File: config.mk
export PLATFORM = sky130hd
export DESIGN_NAME = sell_ctrl
export DESIGN_NICKNAME = d
export VERILOG_FILES = /design/src/sell_pkg.sv /design/src/sell_ctrl.sv
export SDC_FILE = /design/constraint.sdc
export NUM_CORES = 1
export LEC_CHECK = 0
export ABC_AREA = 1
export BUFFER_PORTS_ARGS = -buffer_cell sky130_fd_sc_hd__buf_2
export CAP_MARGIN = 5
export CORE_AREA = 2 2 39 41
export CTS_CLUSTER_DIAMETER = 200
export DETAILED_ROUTE_END_ITERATION = 8
export DIE_AREA = 0 0 41 43
export HOLD_SLACK_MARGIN = 0.08
export PLACE_DENSITY = 0.56
export SLEW_MARGIN = 20
export SYNTH_ARGS = -nofsm -noshare
export SYNTH_HDL_FRONTEND = slang
export SYNTH_SLANG_ARGS = --single-unit
File: constraint.sdc
create_clock -name clk -period 1.1 [get_ports clk]
set_input_delay 0.055 -clock clk [delete_from_list [all_inputs] [get_ports clk]]
set_output_delay 0.055 -clock clk [all_outputs]
set_load 0.02 [all_outputs]
File: src/sell_pkg.sv
// ---------------------------------------------------------------------------
// sell_pkg
// Shared types, constants and arithmetic helpers of the sliced ELL engine.
// ---------------------------------------------------------------------------
`default_nettype none
package sell_pkg;

  localparam int VECTOR_DEPTH = 4096;
  localparam int ADDR_W       = $clog2(VECTOR_DEPTH);
  localparam int MAX_SLICE    = 32;
  localparam int MAX_WIDTH    = 255;

  // Item function codes.
  typedef enum logic [1:0] {
    FUNC_LOAD_X = 2'd0,
    FUNC_LOAD_Y = 2'd1,
    FUNC_CHUNK  = 2'd2,
    FUNC_SLOT   = 2'd3
  } func_t;

  // Configuration register indexes.
  typedef enum logic [1:0] {
    CFG_ALPHA  = 2'd0,
    CFG_BETA   = 2'd1,
    CFG_ROWS   = 2'd2,
    CFG_SLICE  = 2'd3
  } cfg_idx_t;

  // Controller states.
  typedef enum logic [2:0] {
    ST_IDLE,
    ST_CHUNK,
    ST_CHUNK_CHK,
    ST_SLOT_MUL,
    ST_SLOT_ACC,
    ST_ROW_MUL_A,
    ST_ROW_MUL_B,
    ST_FINISH
  } state_t;

  // Commands from the controller to the datapath.
  typedef struct packed {
    logic accept;
    logic chunk_setup;
    logic chunk_open;
    logic slot_mul;
    logic slot_acc;
    logic row_alpha;
    logic row_beta;
    logic row_emit;
    logic row_advance;
    logic last;
  } cmd_t;

  // Status from the datapath to the controller.
  typedef struct packed {
    logic chunk_is_open;
    logic base_past_limit;
    logic width_zero;
    logic slot_end;
    logic row_in_range;
    logic more_rows;
    logic out_free;
  } stat_t;

  // Round a Q32.32 product to Q16.16: add one half, then floor shift.
  function automatic logic signed [63:0] round_q16(input logic signed [63:0] p);
    logic signed [63:0] t;
    t = p + 64'sd32768;
    return t >>> 16;
  endfunction

  // Saturate to the signed 32-bit range.
  function automatic logic signed [31:0] sat32(input logic signed [63:0] v);
    if (v > 64'sd2147483647) begin
      return 32'sh7FFF_FFFF;
    end else if (v < -64'sd2147483648) begin
      return 32'sh8000_0000;
    end
    return v[31:0];
  endfunction

endpackage
`default_nettype wire

File: src/sell_ctrl.sv
// ---------------------------------------------------------------------------
// sell_ctrl
// Controller state machine: sequences item decode, slot accumulation and
// the row result computation over the shared multiplier.
// ---------------------------------------------------------------------------
`default_nettype none
module sell_ctrl (
  input  wire logic          clk,
  input  wire logic          rst_n,
  input  wire logic          in_valid,
  input  wire logic [1:0]    in_func,
  output logic               in_ready,
  input  wire sell_pkg::stat_t stat,
  output sell_pkg::cmd_t     cmd
);
  import sell_pkg::*;

  state_t state_r, state_nxt;
  logic   zw_r, zw_nxt;

  // State register and zero-width chunk flag.
  always_ff @(posedge clk) begin
    if (!rst_n) begin
      state_r <= ST_IDLE;
      zw_r    <= 1'b0;
    end else begin
      state_r <= state_nxt;
      zw_r    <= zw_nxt;
    end
  end

  // Next state.
  always_comb begin
    state_nxt = state_r;
    zw_nxt    = zw_r;
    case (state_r)
      ST_IDLE: begin
        if (in_valid) begin
          case (func_t'(in_func))
            FUNC_CHUNK: state_nxt = ST_CHUNK;
            FUNC_SLOT:  state_nxt = stat.chunk_is_open ? ST_SLOT_MUL : ST_IDLE;
            default:    state_nxt = ST_IDLE;
          endcase
        end
      end
      ST_CHUNK: state_nxt = ST_CHUNK_CHK;
      ST_CHUNK_CHK: begin
        if (stat.base_past_limit) begin
          state_nxt = ST_IDLE;
        end else if (stat.width_zero) begin
          state_nxt = ST_ROW_MUL_A;
          zw_nxt    = 1'b1;
        end else begin
          state_nxt = ST_IDLE;
        end
      end
      ST_SLOT_MUL: state_nxt = ST_SLOT_ACC;
      ST_SLOT_ACC: begin
        if (stat.slot_end && stat.row_in_range) begin
          state_nxt = ST_ROW_MUL_A;
          zw_nxt    = 1'b0;
        end else begin
          state_nxt = ST_IDLE;
        end
      end
      ST_ROW_MUL_A: state_nxt = ST_ROW_MUL_B;
      ST_ROW_MUL_B: state_nxt = ST_FINISH;
      ST_FINISH: begin
        if (stat.out_free) begin
          state_nxt = (zw_r && stat.more_rows) ? ST_ROW_MUL_A : ST_IDLE;
        end
      end
      default: state_nxt = ST_IDLE;
    endcase
  end

  // Outputs.
  always_comb begin
    cmd      = '0;
    in_ready = 1'b0;
    case (state_r)
      ST_IDLE: begin
        in_ready   = 1'b1;
        cmd.accept = in_valid;
      end
      ST_CHUNK:     cmd.chunk_setup = 1'b1;
      ST_CHUNK_CHK: cmd.chunk_open = !stat.base_past_limit && !stat.width_zero;
      ST_SLOT_MUL:  cmd.slot_mul = 1'b1;
      ST_SLOT_ACC: begin
        cmd.slot_acc    = 1'b1;
        cmd.row_advance = stat.slot_end && !stat.row_in_range;
      end
      ST_ROW_MUL_A: cmd.row_alpha = 1'b1;
      ST_ROW_MUL_B: cmd.row_beta = 1'b1;
      ST_FINISH: begin
        cmd.row_emit    = stat.out_free;
        cmd.row_advance = stat.out_free;
        cmd.last        = !(zw_r && stat.more_rows);
      end
      default: cmd = '0;
    endcase
  end

endmodule
`default_nettype wire

Word level (Yosys, flattened, before mapping)
Index checks and enable logic that the tools add are counted.
- register bits after elaboration: 4
- word-level logic and storage cells: 52
- input bits: 12
- output and inout port bits: 11
- mux-type cells: 24
- equal/unequal tests: 14
- reduce and logical (&&, ||, !) cells: 12
- operator list (kind ; number):
    case mux 3 bit (8 select lines) ; 1
    2-to-1 mux 3 bit ; 6
    2-to-1 mux 1 bit ; 13
    equality test 3 bit, second input constant ; 4
    inequality test 2 bit, second input constant ; 5
    equality test 3 x 2 -> 1 bit, second input constant ; 2
    equality test 2 bit, second input constant ; 2
    logical AND 1 bit ; 4
    logical NOT 1 bit ; 4
    case mux 1 bit (2 select lines) ; 2
    case mux 2 bit (2 select lines) ; 1
    AND reduction 4 bit ; 1
    equality test 3 x 1 -> 1 bit, second input constant ; 1
    logical NOT 3 bit ; 1
    2-to-1 mux 2 bit ; 1
    AND reduction 2 bit ; 1
    nonzero test 2 bit ; 1

Depth between registers and ports, before layout
Gate-level depths: netlist of the first run.
- word-level depth: 4
- mapped depth: 7
- depth with buffers taken out: 6

Least setup slack after synthesis of the first run
Ideal clock, no wire load.
- path type: register to output
- from: reg state_r[2]
- to: out cmd[1] (netlist bit)
- data arrival time: 1.374 ns
- path buffers: 1
- stages on the path, launching flop included: 6
- data required time: 1.045 ns
- path slack: -0.329 ns
- cell sequence: dfxtp_1 -> buf_4 -> inv_2 -> nor3_1 -> nand3b_1 -> o21ai_0
- RTL lines (what ; RTL line ; source):
    start, declared ; sell_ctrl.sv:18 ; state_t state_r, state_nxt;
    start signal, assigned ; sell_ctrl.sv:27 ; state_r <= state_nxt;
    end, declared ; sell_ctrl.sv:14 ; output sell_pkg::cmd_t cmd

==> impl_metrics.py, run 1 <==
metrics = {
    "sta": {
        "finalCriticalPeriod_ns": 1.20,
        "tightest_slew_ns": 0.191,
        "finalWorstSetupSlack_ns": -0.0976,
        "fmax_mhz": 835,
        "period_share": 1.09,
        "slew_headroom": 0.871,
        "fin_worst_skew_ns": 0.00321,
        "hold_viol_final": 0,
        "rsz0062_at_grt": "true",
        "drv_slew": 0,
        "setup_viol_count_final": 10,
    },
    "floorplan": {
        "die_h_um": 43,
        "initial_core_util": 0.250,
        "coreArea_mm2": 0.00138,
        "die_w_um": 41,
        "io_pins": 23,
        "die-area_mm2": 0.00176,
        "rows": 14,
    },
    "job": {
        "drv_cap": 0,
    },
    "synth": {
        "syn-instance-count": 65,
        "syn_area_um2": 345,
        "synth_nets": 77,
        "yosysWarningCount": 0,
        "ys_ff_latch": 4,
        "avgSynthCellArea_um2": 5.31,
        "synth_cell_types": 15,
        "seq_area_frac_synth": 0.232,
    },
    "drt": {
        "wl_per_cell_um": 9.05,
        "detail_route.iter0.violations": 5,
        "drt-vias-per-instance": 4.41,
        "drt-total-wl_um": 986,
        "antenna_left": 0,
        "drc": 0,
        "drtPass1Iterations": 4,
        "vias": 481,
    },
    "setup_path": {
        "start_kind": "register",
        "cp_slowest_cell": "dfxtp_4",
        "worst_setup_path_end_kind": "primary output",
        "critical-path-max-stage-delay_ns": 0.35,
        "cpMostUsedCell": "buf_6",
        "cp_data_required_time_ns": 1.04,
        "worstPathMaxFanout": 6,
        "crit_chain": "buf_4 > buf_6 > nor2_2 > buf_6",
        "cp.arrival_ns": 1.14,
        "crit_type": "register to primary output",
    },
    "finish": {
        "fillers": 146,
        "final_layout_size_suffix_gt1_frac": 0.570,
        "area_growth_pct": 96.7,
        "nets": 107,
        "num_antenna_cells": 0,
        "design_area_um2": 679,
        "layout_common_cells": "nand2_1, buf_2, inv_1, buf_6, nor2_1",
        "final_cell_count_no_fill": 109,
    },
    "clock_tree": {
        "clk_latency_ns": 0.24,
        "clk_path_buf_depth": 2,
        "clk_pin_slew_ns": 0.04,
        "cts_sinks": 4,
        "htreeDepth": 1,
        "cts_buffers": 3,
        "cts_root_buffer": "clkbuf_4",
        "cts_tree": "built",
    },
    "run_status": {
        "outcome": "finished with violations",
        "violations": "setup timing",
    },
    "place": {
        "dp_hpwl_um": 739,
        "dp.cells": 103,
        "placed_cell_area_um2": 487,
        "io_buffers": 22,
        "gp_congestion": 0.675,
    },
    "global_route": {
        "antenna_found_initial": 0,
        "grt_max_degree": 8,
        "grt_pass1_vias": 388,
        "grt_usage": 0.120,
        "grt_pass1_wl_mm": 1.42,
        "grt_overflow": 0,
    },
    "power_and_ir_drop": {
        "p_leak_uw": 0.000360,
        "irDropWorstVdd_mv": 0.494,
        "powerDensity_mw_per_mm2": 1040,
    },
    "hold_path": {
        "hp-class": "input pin to register",
    },
}
[logic make-up (layout without fill, tap and decap cells)]
family,after synthesis,count (layout),share of synthesized area
buf+inv,15,43,0.174
compound gates,5,5,0.0725
simple gates,41,41,0.522
flops,4,4,0.232
[metrics by stage]
stage / setup TNS, ns / setup WS [ns] / utilization / hold WS, ns / total power, uW
5_1_grt: -1.30 / -0.177 / 0.491 / 0.122 / 759
4_1_cts: -0.329 / -0.0862 / 0.418 / 0.114 / 627
2_1_floorplan: -0.139 / -0.112 / - / 0.163 / 336
6_report: -0.540 / -0.0976 / 0.491 / 0.112 / 707
3_3_place_gp: 0 / 0.0291 / 0.352 / 0.321 / 407
3_5_place_dp: 0 / 0.00389 / 0.352 / 0.320 / 408
[worst paths after layout]
path	from	cells after the start	end	slack (ns)
max	state_r[2]	4	cmd[6]	-0.1
min reg2reg	zw_r	2	zw_r	0.47
max reg2reg	state_r[2]	6	state_r[1]	-0.01
min	stat[4]	3	zw_r	0.11
[registers in the layout, indices dropped and copies added, names as in the netlist]
name,flops
state_r,3
zw_r,1
[power breakdown]
| part | internal [uW] | leakage, uW | total, uW | switching, uW |
|---|---|---|---|---|
| logic | 142 | 0.000312 | 320 | 178 |
| clock network | 122 | 0.0000138 | 181 | 58.7 |
| registers | 165 | 0.0000348 | 206 | 40.9 |
[layout make-up]
class	instances	area [um2]	share of cell area
flip-flops and latches	4	91.3	0.134
inverters	14	55.1	0.0810
well taps	16	20.0	0.0295
clock buffers	3	22.5	0.0331
repair buffers	26	201	0.297
multi-input cells	46	289	0.425
[repair_timing]
action	CTS	global route
gates cloned	0	0
endpoints found under the hold margin	3	0
pin swaps	3	6
hold buffers	1	0
setup endpoints to repair	11	12
setup buffers	1	1
gates resized for setup	21	28
[metal layers]
| metal | GRT usage | vias up | wire length, um |
|---|---|---|---|
| met1 | 0.129 | 202 | 419 |
| li1 | - | 255 | - |
| met4 | 0.0800 | 0 | 10 |
| met5 | 0 | - | 0 |
| met2 | 0.191 | 22 | 488 |
| met3 | 0.0314 | 2 | 68 |
[cells in the mapped netlist]
cell type,count,area share
inv_1,13,0.14
nand4_1,1,0.018
nand2_2,1,0.018
inv_2,1,0.011
a21oi_1,4,0.058
nor2_1,12,0.13
nand3_1,6,0.087
nand2_1,15,0.16
o21ai_0,1,0.014
nor4_1,1,0.018
nand3b_1,1,0.022
nor3_1,2,0.029
dfxtp_1,4,0.23
nor2_2,2,0.036
buf_4,1,0.022
[critical path, delay by kind of cell (launching register included)]
family	cells	cell delay, ns
buffers and inverters	3	0.40
flip-flops	1	0.35
AND/OR/NAND/NOR	1	0.15
Power figures use the tool's default switching activity.
==> run 2, diff against run 1 <==
--- a/config.mk
+++ b/config.mk
@@ -6,7 +6,7 @@
 export NUM_CORES = 1
 export LEC_CHECK = 0
 export ABC_AREA = 1
-export BUFFER_PORTS_ARGS = -buffer_cell sky130_fd_sc_hd__buf_2
+export BUFFER_PORTS_ARGS = -buffer_cell sky130_fd_sc_hd__buf_4
 export CAP_MARGIN = 5
 export CORE_AREA = 2 2 39 41
 export CTS_CLUSTER_DIAMETER = 200
==> impl_metrics.py, run 2 (synthesis results as in run 1) <==
metrics = {
    "sta": {
        "drv_slew": 0,
        "slew_headroom": 0.881,
        "rsz0062_at_grt": "true",
        "finalCriticalPeriod_ns": 1.18,
        "finalWorstSetupSlack_ns": -0.0839,
        "fmax_mhz": 845,
        "tns_ns": -0.410,
        "tightest_slew_ns": 0.177,
        "setup_viol_count_final": 8,
        "fin_worst_skew_ns": 0.00312,
        "hold_viol_final": 0,
        "holdWs_ns": 0.0811,
        "period_share": 1.08,
    },
    "finish": {
        "final_core_util": 0.489,
        "final_layout_size_suffix_gt1_frac": 0.505,
        "top_register": "state_r",
        "nets": 109,
        "area_growth_pct": 96.0,
        "layout_common_cells": "buf_4, nand2_1, nor2_1, inv_1, nand3_1",
        "num_antenna_cells": 0,
        "largest_register_ffs": 3,
        "mostFrequentLayoutCell": "buf_4",
        "largest_registers": "state_r (3), zw_r (1)",
    },
    "setup_path": {
        "crit_chain": "nand2_4 > nor2_4 > inv_2 > o21ai_2 > buf_6",
        "critPathTopFamily": "flip-flops",
        "cp.arrival_ns": 1.13,
        "cp_data_required_time_ns": 1.04,
        "crit_type": "register to primary output",
        "critPathBufInv": 2,
        "cp_slowest_cell": "dfxtp_4",
        "critical-path-max-stage-delay_ns": 0.42,
        "worstPathMaxFanout": 7,
        "worst_setup_path_end_kind": "primary output",
        "start_kind": "register",
    },
    "clock_tree": {
        "cts_sinks": 4,
        "cts_tree": "built",
        "hold_buffers": 0,
        "htreeDepth": 1,
        "clk_latency_ns": 0.23,
        "clk_path_buf_depth": 2,
        "cts_buffers": 3,
        "cts_root_buffer": "clkbuf_4",
        "clk_pin_slew_ns": 0.04,
    },
    "place": {
        "io_buffers": 22,
        "gp_congestion": 0.685,
        "dp_hpwl_um": 762,
    },
    "global_route": {
        "grt_usage": 0.135,
        "grt_pass1_wl_mm": 1.65,
        "grt_overflow": 0,
        "use_met3": 0.0314,
        "grt_max_degree": 8,
        "grt_use_met1": 0.154,
        "antenna_found_initial": 0,
        "grt_pass1_vias": 448,
        "busiest_layer": "met2",
        "use_met2": 0.225,
    },
    "floorplan": {
        "coreArea_mm2": 0.00138,
        "initial_core_util": 0.250,
        "rows": 14,
        "die_w_um": 41,
        "io_pins": 23,
        "die_h_um": 43,
        "die-area_mm2": 0.00176,
    },
    "drt": {
        "drtPass1Iterations": 4,
        "drc": 0,
        "wl_per_cell_um": 9.25,
        "vias": 498,
        "detail_route.iter0.violations": 8,
        "drt-total-wl_mm": 1.03,
        "antenna_left": 0,
        "drt-vias-per-instance": 4.49,
    },
    "job": {
        "drv_cap": 0,
    },
    "hold_path": {
        "hp-class": "input pin to register",
    },
    "run_status": {
        "violations": "setup timing",
        "outcome": "finished with violations",
    },
    "power_and_ir_drop": {
        "p_leak_uw": 0.000387,
        "powerDensity_mw_per_mm2": 1070,
        "irDropWorstVdd_mv": 0.486,
    },
}
[run 2: final timing paths]
path	start	to	slack (ns)	cells after the start
hold reg to reg	zw_r	zw_r	0.48	2
setup / recovery	state_r[1]	cmd[1]	-0.08	5
setup reg to reg	state_r[0]	state_r[1]	0.01	6
hold / removal	rst_n	state_r[2]	0.08	3
[run 2: area by class of cell]
type / instances / area (um2)
repair buffers: 28 / 218
well taps: 16 / 20.0
fillers: 146 / 707
multi-input cells: 46 / 268
inverters: 14 / 57.6
flip-flops and latches: 4 / 91.3
clock buffers: 3 / 22.5
[run 2: routing by layer]
layer	share of wire	wire, um
met5	0	0
met2	0.52	538
met1	0.42	430
met3	0.057	59
met4	0	0
[run 2: repair_timing]
action | CTS | global route
buffers inserted | 0 | 5
resized for setup | 7 | 18
pin swaps | 0 | 5
endpoints found under the setup margin | 10 | 9
[run 2: power breakdown]
| group | total, uW | switching, uW | internal (uW) | leakage, uW |
|---|---|---|---|---|
| sequential | 213 | 47.8 | 166 | 0.0000348 |
| combinational | 332 | 171 | 161 | 0.000338 |
| clock | 177 | 54.9 | 122 | 0.0000138 |
[run 2: per-stage QoR]
step,cells,power (uW),setup slack [ns],area [um2]
floorplan,65,336,-0.112,357
global placement,103,438,0.0258,542
detailed placement,103,438,0.00161,542
CTS,106,621,-0.0702,573
global route,111,779,-0.144,677
finish,111,722,-0.0839,677
[run 2: worst reg2reg max path: stages, from the launching register on]
cell and delay (ns):
dfxtp_4 0.42, inv_4 0.06, buf_4 0.13, nand3_1 0.08, nand2_1 0.08, nor3_2 0.17, nor2_1 0.06
==> run 3, diff against run 2 <==
--- a/config.mk
+++ b/config.mk
@@ -14,6 +14,7 @@
 export DIE_AREA = 0 0 41 43
 export HOLD_SLACK_MARGIN = 0.08
 export PLACE_DENSITY = 0.56
+export RECOVER_POWER = 50
 export SLEW_MARGIN = 20
 export SYNTH_ARGS = -nofsm -noshare
 export SYNTH_HDL_FRONTEND = slang
==> impl_metrics.py, run 3 (synthesis results as in run 1) <==
metrics = {
    "power_and_ir_drop": {
        "powerDensity_mw_per_mm2": 1070,
        "seq_power_share": 0.295,
        "combPwrFrac": 0.457,
        "p_sw_frac": 0.382,
        "p_switching_uw": 276,
        "power_frac_clock": 0.247,
        "irDropWorstVdd_mv": 0.486,
        "p_leak_uw": 0.000386,
        "p_int_uw": 447,
    },
    "finish": {
        "nets": 109,
        "final_cell_count_no_fill": 111,
        "final_layout_size_suffix_gt1_frac": 0.505,
        "mostFrequentLayoutCell": "buf_4",
        "layout_common_cells": "buf_4, nand2_1, nor2_1, inv_1, nand3_1",
        "largest_register_ffs": 3,
        "design_area_um2": 674,
        "area_growth_pct": 95.3,
        "top_register": "state_r",
        "num_antenna_cells": 0,
        "largest_registers": "state_r (3), zw_r (1)",
    },
    "floorplan": {
        "initial_core_util": 0.250,
        "die_h_um": 43,
        "io_pins": 23,
        "coreArea_mm2": 0.00138,
        "rows": 14,
        "die_w_um": 41,
        "die-area_mm2": 0.00176,
    },
    "setup_path": {
        "start_kind": "register",
        "rr_worst_depth": 6,
        "cp.depth": 5,
        "critPathLaunch": "state_r[1]",
        "worst_setup_path_end_kind": "primary output",
        "crit_chain": "nand2_4 > nor2_4 > inv_2 > o21ai_2 > buf_6",
        "crit_type": "register to primary output",
        "rr_endpoint": "state_r[1]",
        "critical-path-max-stage-delay_ns": 0.42,
        "rrSetupSlack_ns": 0.01,
        "cp.arrival_ns": 1.13,
        "worstPathMaxFanout": 7,
        "critPathBufInv": 2,
        "cp_data_required_time_ns": 1.04,
        "critPathTopFamily": "flip-flops",
        "crit_end": "cmd[1]",
        "r2r_start": "state_r[0]",
        "cp_slowest_cell": "dfxtp_4",
    },
    "global_route": {
        "grt_pass1_wl_mm": 1.65,
        "grt_max_degree": 8,
        "grt_usage": 0.135,
        "grt_overflow": 0,
        "grt_pass1_vias": 448,
        "antenna_found_initial": 0,
    },
    "clock_tree": {
        "htreeDepth": 1,
        "cts_tree": "built",
        "cts_buffers": 3,
        "clk_pin_slew_ns": 0.04,
        "hold_buffers": 0,
        "clk_path_buf_depth": 2,
        "cts_root_buffer": "clkbuf_4",
        "clk_latency_ns": 0.23,
        "cts_sinks": 4,
    },
    "place": {
        "dp_hpwl_um": 762,
        "placed_cell_area_um2": 542,
        "io_buffers": 22,
        "dp.cells": 103,
        "gp_congestion": 0.685,
    },
    "sta": {
        "fmax_mhz": 843,
        "hold_viol_final": 0,
        "finalWorstSetupSlack_ns": -0.0862,
        "finalCriticalPeriod_ns": 1.19,
        "drv_slew": 0,
        "period_share": 1.08,
        "fin_worst_skew_ns": 0.00282,
        "rsz0062_at_grt": "true",
        "slew_headroom": 0.881,
        "tightest_slew_ns": 0.177,
        "setup_viol_count_final": 8,
    },
    "drt": {
        "antenna_left": 0,
        "wl_per_cell_um": 9.34,
        "detail_route.iter0.violations": 8,
        "drt-vias-per-instance": 4.51,
        "drc": 0,
        "drtPass1Iterations": 4,
        "drt-total-wl_mm": 1.04,
        "vias": 501,
    },
    "run_status": {
        "violations": "setup timing",
        "outcome": "finished with violations",
    },
    "job": {
        "drv_cap": 0,
    },
    "hold_path": {
        "worstHoldPathCells": 3,
        "hp-class": "input pin to register",
    },
}
-- run 3: cell types whose count changed in the layout (fill, tap and decap cells not counted), sizes merged --
cell | previous run | this run
buf | 28 | 27
clkbuf | 3 | 4
-- run 3: stage by stage --
stage               power, uW   util  hold slack (ns)  setup slack [ns]  TNS [ns]
CTS                       621  0.414           0.0804           -0.0702    -0.231
finish                    723  0.487           0.0806           -0.0862    -0.431
floorplan                 336      -            0.163            -0.112    -0.139
detailed placement        438  0.392            0.327           0.00161         0
global route              778  0.487           0.0950            -0.144     -1.14
global placement          438  0.392            0.320            0.0258         0
-- run 3: metal layers --
layer,GRT usage,share of wire
met5,0,0
met4,0.0600,0
met3,0.0314,0.060
met2,0.225,0.52
met1,0.154,0.42
-- run 3: worst register-to-register path: cells and delay by family, from the launching register on --
| family | cells | cell delay, ns |
|---|---|---|
| flops | 1 | 0.42 |
| simple gates | 4 | 0.39 |
| buf+inv | 2 | 0.19 |
-- run 3: worst min-delay path by stage --
stage            start         end  slack (ns)
2_1_floorplan  stat[5]      cmd[7]        0.16
3_3_place_gp     rst_n  state_r[2]        0.32
3_5_place_dp     rst_n  state_r[2]        0.33
4_1_cts          rst_n  state_r[2]        0.08
5_1_grt          rst_n  state_r[2]         0.1
6_report         rst_n  state_r[2]        0.08
-- run 3: area by class of cell --
type	count	area, um2
Tap cell	16	20.0
Clock buffer	3	22.5
Inverter	14	57.6
Sequential cell	4	91.3
Multi-Input combinational cell	46	268
Fill cell	147	709
Timing Repair Buffer	28	215
-- run 3: timing repair --
action | CTS | global route
endpoints found under the hold margin | 0 | 0
pin swaps | 0 | 5
buffers inserted | 0 | 5
cloned | 0 | 0
setup endpoints to repair | 10 | 9
resized for setup | 7 | 18
-- run 3: power by group through the flow --
stage	sequential, uW	combinational, uW	clock, uW
floorplan	185	151	0
global placement	191	247	0
detailed placement	192	246	0
CTS	194	248	179
global route	215	363	200
finish	213	331	179
